**src/rtl/core/obb_pkg.sv**
```systemverilog
// Shared constants and types for the oriented-box pair overlap test.
`default_nettype none

package obb_pkg;

    localparam int NumFields = 12;
    localparam int FldCenterX = 0;
    localparam int FldAxisU = 3;

    localparam int NumAxes = 6;
    localparam int NumTerms = 7;
    localparam int CntW = 3;

    typedef enum logic [1:0] {
        BK_IDLE,
        BK_RUN,
        BK_DRAIN
    } t_back_state;

endpackage

`default_nettype wire

```
**src/rtl/core/obb_back.sv**
```systemverilog
// Back end: shared three-multiplier dot-product unit sequenced over the six face axes.
`default_nettype none

module obb_back #(
    parameter int COORD_WIDTH = 16
) (
    input  wire logic                                        i_clk,
    input  wire logic                                        i_rst_n,
    input  wire logic                                        i_pair_valid,
    input  wire logic [2*obb_pkg::NumFields*COORD_WIDTH-1:0] i_pair_data,
    output logic                                             o_pair_pop,
    input  wire logic                                        i_pop,
    output logic                                             o_empty,
    output logic                                             o_boxes_overlap
);

    localparam int CW   = COORD_WIDTH;
    localparam int BOXW = obb_pkg::NumFields * CW;
    localparam int DW   = CW + 1;
    localparam int PW   = DW + CW;
    localparam int DTW  = PW + 2;
    localparam int SW   = DTW + 3;
    localparam int NW   = obb_pkg::CntW;

    obb_pkg::t_back_state r_state, n_state;

    logic [NW-1:0] r_ax, n_ax;
    logic [NW-1:0] r_term, n_term;
    logic          s_start, s_issue, s_last;

    logic [BOXW-1:0] s_box_a, s_box_b, s_e_box, s_x_box;
    logic [1:0]      s_e_k, s_x_k;
    logic [3:0]      s_e_base, s_x_base;
    logic signed [CW-1:0] s_e [3];
    logic signed [DW-1:0] s_x [3];

    logic signed [PW-1:0] r_p [3];
    logic                 r_s1_valid, r_s1_first, r_s1_last_axis, r_s1_final;

    logic signed [DTW-1:0] s_sum;
    logic [DTW-1:0]        r_mag;
    logic                  r_s2_valid, r_s2_first, r_s2_last_axis, r_s2_final;

    logic [DTW-1:0] r_lhs;
    logic [SW-1:0]  r_rhs, s_rhs_next;
    logic           r_sep, s_sep_axis, s_done;
    logic           r_out_valid, r_out_overlap;

    assign s_box_a = i_pair_data[BOXW-1:0];
    assign s_box_b = i_pair_data[2*BOXW-1:BOXW];
    assign s_last  = (r_ax == NW'(obb_pkg::NumAxes - 1)) &&
                     (r_term == NW'(obb_pkg::NumTerms - 1));

    always_comb begin
        n_state = r_state;
        case (r_state)
            obb_pkg::BK_IDLE: begin
                if (i_pair_valid && !r_out_valid) begin
                    n_state = obb_pkg::BK_RUN;
                end
            end
            obb_pkg::BK_RUN: begin
                if (s_last) begin
                    n_state = obb_pkg::BK_DRAIN;
                end
            end
            obb_pkg::BK_DRAIN: begin
                if (s_done) begin
                    n_state = obb_pkg::BK_IDLE;
                end
            end
            default: n_state = obb_pkg::BK_IDLE;
        endcase
    end

    always_comb begin
        s_start    = 1'b0;
        s_issue    = 1'b0;
        o_pair_pop = 1'b0;
        case (r_state)
            obb_pkg::BK_IDLE: s_start = i_pair_valid && !r_out_valid;
            obb_pkg::BK_RUN: begin
                s_issue    = 1'b1;
                o_pair_pop = s_last;
            end
            default: begin
                s_start = 1'b0;
            end
        endcase
    end

    always_comb begin
        n_ax   = r_ax;
        n_term = r_term;
        if (s_start) begin
            n_ax   = '0;
            n_term = '0;
        end else if (s_issue) begin
            if (r_term == NW'(obb_pkg::NumTerms - 1)) begin
                n_term = '0;
                n_ax   = r_ax + 1'b1;
            end else begin
                n_term = r_term + 1'b1;
            end
        end
    end

    // operand select: axis vector by r_ax, projected vector by r_term
    always_comb begin
        s_e_box  = (r_ax < NW'(3)) ? s_box_a : s_box_b;
        s_e_k    = (r_ax < NW'(3)) ? r_ax[1:0] : 2'(r_ax - NW'(3));
        s_e_base = 4'(obb_pkg::FldAxisU) + 4'(3 * s_e_k);
        s_x_box  = r_term[0] ? s_box_a : s_box_b;
        s_x_k    = 2'((r_term - 1'b1) >> 1);
        s_x_base = 4'(obb_pkg::FldAxisU) + 4'(3 * s_x_k);
        for (int j = 0; j < 3; j++) begin
            s_e[j] = s_e_box[(s_e_base + 4'(j))*CW +: CW];
            if (r_term == '0) begin
                s_x[j] = $signed({s_box_b[(obb_pkg::FldCenterX + j)*CW + CW-1],
                                  s_box_b[(obb_pkg::FldCenterX + j)*CW +: CW]})
                       - $signed({s_box_a[(obb_pkg::FldCenterX + j)*CW + CW-1],
                                  s_box_a[(obb_pkg::FldCenterX + j)*CW +: CW]});
            end else begin
                s_x[j] = $signed({s_x_box[(s_x_base + 4'(j))*CW + CW-1],
                                  s_x_box[(s_x_base + 4'(j))*CW +: CW]});
            end
        end
    end

    always_comb begin
        s_sum = DTW'(r_p[0]) + DTW'(r_p[1]) + DTW'(r_p[2]);
    end

    assign s_rhs_next = r_rhs + SW'(r_mag);
    assign s_sep_axis = r_s2_last_axis && (SW'(r_lhs) > s_rhs_next);
    assign s_done     = r_s2_valid && r_s2_final;

    always_ff @(posedge i_clk) begin
        if (!i_rst_n) begin
            r_state     <= obb_pkg::BK_IDLE;
            r_ax        <= '0;
            r_term      <= '0;
            r_s1_valid  <= 1'b0;
            r_s2_valid  <= 1'b0;
            r_out_valid <= 1'b0;
        end else begin
            r_state    <= n_state;
            r_ax       <= n_ax;
            r_term     <= n_term;
            r_s1_valid <= s_issue;
            r_s2_valid <= r_s1_valid;
            if (s_done) begin
                r_out_valid <= 1'b1;
            end else if (i_pop && r_out_valid) begin
                r_out_valid <= 1'b0;
            end
        end
    end

    always_ff @(posedge i_clk) begin
        for (int j = 0; j < 3; j++) begin
            r_p[j] <= s_x[j] * s_e[j];
        end
        r_s1_first     <= (r_term == '0);
        r_s1_last_axis <= (r_term == NW'(obb_pkg::NumTerms - 1));
        r_s1_final     <= s_last;

        r_mag          <= s_sum[DTW-1] ? DTW'(-s_sum) : DTW'(s_sum);
        r_s2_first     <= r_s1_first;
        r_s2_last_axis <= r_s1_last_axis;
        r_s2_final     <= r_s1_final;

        if (s_start) begin
            r_sep <= 1'b0;
        end else if (r_s2_valid) begin
            r_sep <= r_sep || s_sep_axis;
        end
        if (r_s2_valid) begin
            if (r_s2_first) begin
                r_lhs <= r_mag;
                r_rhs <= '0;
            end else begin
                r_rhs <= s_rhs_next;
            end
        end
        if (s_done) begin
            r_out_overlap <= !(r_sep || s_sep_axis);
        end
    end

    assign o_empty         = !r_out_valid;
    assign o_boxes_overlap = r_out_overlap;

`ifndef SYNTHESIS
    a_write_into_empty: assert property (@(posedge i_clk) disable iff (!i_rst_n)
        s_done |-> !r_out_valid)
        else $error("result written while previous result still waiting");
    a_idle_pipe_empty: assert property (@(posedge i_clk) disable iff (!i_rst_n)
        (r_state == obb_pkg::BK_IDLE) |-> (!r_s1_valid && !r_s2_valid))
        else $error("dot-product pipeline busy while idle");
    a_issue_has_pair: assert property (@(posedge i_clk) disable iff (!i_rst_n)
        s_issue |-> i_pair_valid)
        else $error("dot product issued without a queued pair");
    a_result_after_drain: assert property (@(posedge i_clk) disable iff (!i_rst_n)
        $rose(r_out_valid) |-> ($past(r_state) == obb_pkg::BK_DRAIN))
        else $error("result appeared outside drain");
`endif

endmodule

`default_nettype wire

```
**config.mk**
```make
export PLATFORM = sky130hd
export DESIGN_NAME = obb_back
export DESIGN_NICKNAME = d
export VERILOG_FILES = /design/src/rtl/core/obb_pkg.sv /design/src/rtl/core/obb_back.sv
export SDC_FILE = /design/constraint.sdc
export NUM_CORES = 2
export LEC_CHECK = 0
export BUFFER_PORTS_ARGS = -buffer_cell sky130_fd_sc_hd__buf_2
export CAP_MARGIN = 0
export CORE_MARGIN = 10
export CORE_UTILIZATION = 38
export DETAILED_ROUTE_END_ITERATION = 6
export PLACE_DENSITY = 0.55
export SLEW_MARGIN = 20
export SYNTH_ARGS = -nofsm -noshare
export SYNTH_HDL_FRONTEND = slang
export SYNTH_SLANG_ARGS = --single-unit
export TNS_END_PERCENT = 50
```
**constraint.sdc**
```tcl
create_clock -name i_clk -period 15 [get_ports i_clk]
set_input_delay 3.75 -clock i_clk [delete_from_list [all_inputs] [get_ports i_clk]]
set_output_delay 3.75 -clock i_clk [all_outputs]
set_load 0.1 [all_outputs]
```
==> results.sh <==
export IMPL_nNetsFinal=8158
export IMPL_top_usage_layer="met2"
export IMPL_drtIter0Drc=4135
export IMPL_synth_compound_area_share_pct=12.8
export IMPL_seqCellArea_sq_um=5280
export IMPL_routedWlPerCell_microns=25.1
export IMPL_clk_pin_slew_ns=0.06
export IMPL_synth_top_family_by_area="adder cells"
export IMPL_hold_buffers=0
export IMPL_antenna_found_initial=81
export IMPL_final_common_cell="inv_1"
export IMPL_grt_max_degree=90
export IMPL_hpwl_microns=176000
export IMPL_cts_tree="done"
export IMPL_critPathLaunchType="input pin"
export IMPL_timing_slew_headroom_pct=21.9
export IMPL_synth_fp_nets=7878
export IMPL_num_rows=138
export IMPL_route_final_wire_length_microns=212000
export IMPL_synth_edf_count=74
export IMPL_grt_pass1_wl_microns=317000
export IMPL_vias=47200
export IMPL_avgSynthCellArea_sq_um=8.67
export IMPL_synthMuxAreaShare_pct=7.54
export IMPL_crit_arrival_ns=13.71
export IMPL_ys_warn_count=0
export IMPL_fin_area_sq_um=59300
export IMPL_fin_crit_sh_pct=88.1
export IMPL_htreeDepth=1
export IMPL_cp_end_kind="flop"
export IMPL_crit_path_frequent_cell="fa_1"
export IMPL_finalSetupViolCount=0
export IMPL_drive_gt1_share_pct=12.3
export IMPL_drv_slew=0
export IMPL_worst_slew_pin_slew_ns=1.16
export IMPL_hold_viol_final=0
export IMPL_area_growth_pct=10.2
export IMPL_seq_area_frac_synth_pct=9.79
export IMPL_core_area_sq_um=141000
export IMPL_failed_checks="DRC"
export IMPL_outcome="complete, but fails checks"
export IMPL_crit_required_ns=15.50
export IMPL_critical_path_class="input pin to flop"
export IMPL_grt_use_met2_pct=42.7
export IMPL_cts_root_buf="clkbuf_16"
export IMPL_syn_inst=6206
export IMPL_async_flop_share_pct=0
export IMPL_dieHeight_microns=396
export IMPL_cts_buffers=27
export IMPL_routed_via_density=5.58
export IMPL_clk_path_buf_depth=3
export IMPL_tns_ns=0
export IMPL_clock_sinks=226
export IMPL_initial_utilization_pct=38.1
export IMPL_postRouteAntennaNets=0
export IMPL_grt_overflow=0
export IMPL_first_pass_iters=7
export IMPL_synth_fa_ha_area_share_pct=42.0
export IMPL_multiInputGateArea_sq_um=43700
export IMPL_ys_ff_latch=226
export IMPL_ios=391
export IMPL_grtUsageMet1_pct=34.4
export IMPL_gp_congestion=1.03
export IMPL_die_area_sq_um=157000
export IMPL_dpl_cell_area_sq_um=58200
export IMPL_port_buffers=390
export IMPL_yosys_area_share_xor_xnor_pct=3.57
export IMPL_fillers=14400
export IMPL_syn_area_sq_um=53800
export IMPL_layout_common_cells="1066 x inv_1, 869 x fa_1, 695 x nor2_1"
export IMPL_synth_flop_cell="dfxtp_1"
export IMPL_maxCapViolCount=0
export IMPL_crit_fanout=7
export IMPL_hp_class="flop to flop"
export IMPL_grt_pass1_vias=48900
export IMPL_max_stage_delay_ns=0.87
export IMPL_die_w_microns=396
export IMPL_cts_repair_resized=0
export IMPL_cts_setup_buffers=0
export IMPL_slowest_stage="a31oi_1"
export IMPL_clock_skew_ns=0.0199
export IMPL_rsz0062_at_grt="false"
export IMPL_drc=6
export IMPL_yosysUniqueCellTypes=79
export IMPL_clock_latency_ns=0.58
export IMPL_grt_usage_pct=26.7
export IMPL_synthSimpleGateAreaFrac_pct=15.0
export IMPL_period_minus_slack_ns=13.21
export IMPL_fmax_ghz=0.0757
export IMPL_grtUsageMet3_pct=5.66
==> worst paths after layout <==
| kind | start | endpoint | slack [ns] | cells past startpoint |
|---|---|---|---|---|
| max | i_pair_data[17] | r_p[0][64] | 1.79 | 35 |
| min | r_s1_first | r_s2_first | 0.33 | 0 |
| max reg2reg | r_ax[0] | r_p[0][64] | 3.43 | 34 |
| min reg2reg | r_s1_first | r_s2_first | 0.33 | 0 |
==> sequential cells by signal, summed over array words and instances, names as in the netlist, 2 cells and up <==
register and count:
r_term 3, r_ax 3, r_lhs 35, r_p 99, r_rhs 38, r_state 2
r_mag 35
==> final cells by class <==
cell class,instances,share of cell area [%]
antenna,53,0.224
multi-input combinational,4649,73.7
tap,1890,3.99
clock inverter,17,0.277
clock buffer,32,1.26
sequential,226,8.90
timing repair buffer,511,4.85
inverter,1071,6.79
==> worst max-delay path, delay by kind of cell <==
family	cells	cell delay, ns
fa+ha+maj	8	3.59
simple gates	4	0.75
xor+xnor	1	0.13
buf+inv	7	0.60
compound gates	15	4.89
==> cell usage after synthesis (35+ instances only) <==
cell      number  share of area, %
xor2_1        58              0.94
nand3_1       96              0.89
mux2i_1       90               1.7
and2_1        40              0.47
inv_1       1069               7.5
nor2b_1       73              0.85
a211oi_1      39              0.54
and3_1        44              0.51
edfxtp_1      74               4.1
a21o_1       107               1.5
o21ai_0      194               1.8
or2_2         42              0.49
nor2_1       695               4.8
buf_1         43              0.30
nor3_1        64              0.60
ha_1         415               9.7
a21oi_1      315               2.9
xnor2_1      159               2.6
fa_1         869                32
nand2b_1      84              0.98
o21a_1        35              0.49
nand2_1      603               4.2
dfxtp_1      152               5.7
clkbuf_1     195               1.4
mux4_2       127               5.3
a31oi_1       74              0.86
==> stage by stage <==
stage          util (%)  cells  setup slack [ns]  hold slack [ns]
2_1_floorplan         -   6206              2.99            0.310
3_3_place_gp       41.3   8347              1.46            0.311
3_5_place_dp       41.3   8347              1.47            0.316
4_1_cts            41.9   8396              2.02            0.332
5_1_grt            42.0   8430              1.27            0.340
6_report           42.0   8449              1.79            0.331
==> per-layer routing <==
metal / vias to the layer above / share of wire [%]
met5: - / 0.098
met4: 30 / 5.6
met3: 510 / 8.9
met2: 2081 / 45
met1: 23600 / 41
li1: 20900 / -
==> cells by family (layout without fill, tap and decap cells) <==
| family | count (synthesis) | in the layout |
|---|---|---|
| flip-flops | 226 | 226 |
| other | 0 | 53 |
| XOR/XNOR | 218 | 218 |
| multiplexers | 243 | 243 |
| adder cells (fa/ha/maj) | 1284 | 1284 |
| AO/OA/AOI/OAI | 1075 | 1075 |
| AND/OR/NAND/NOR | 1829 | 1829 |
| buffers and inverters | 1331 | 1631 |
Power is not shown: default switching activity piles up to over one toggle a cycle in this logic, so the estimate is an artifact.
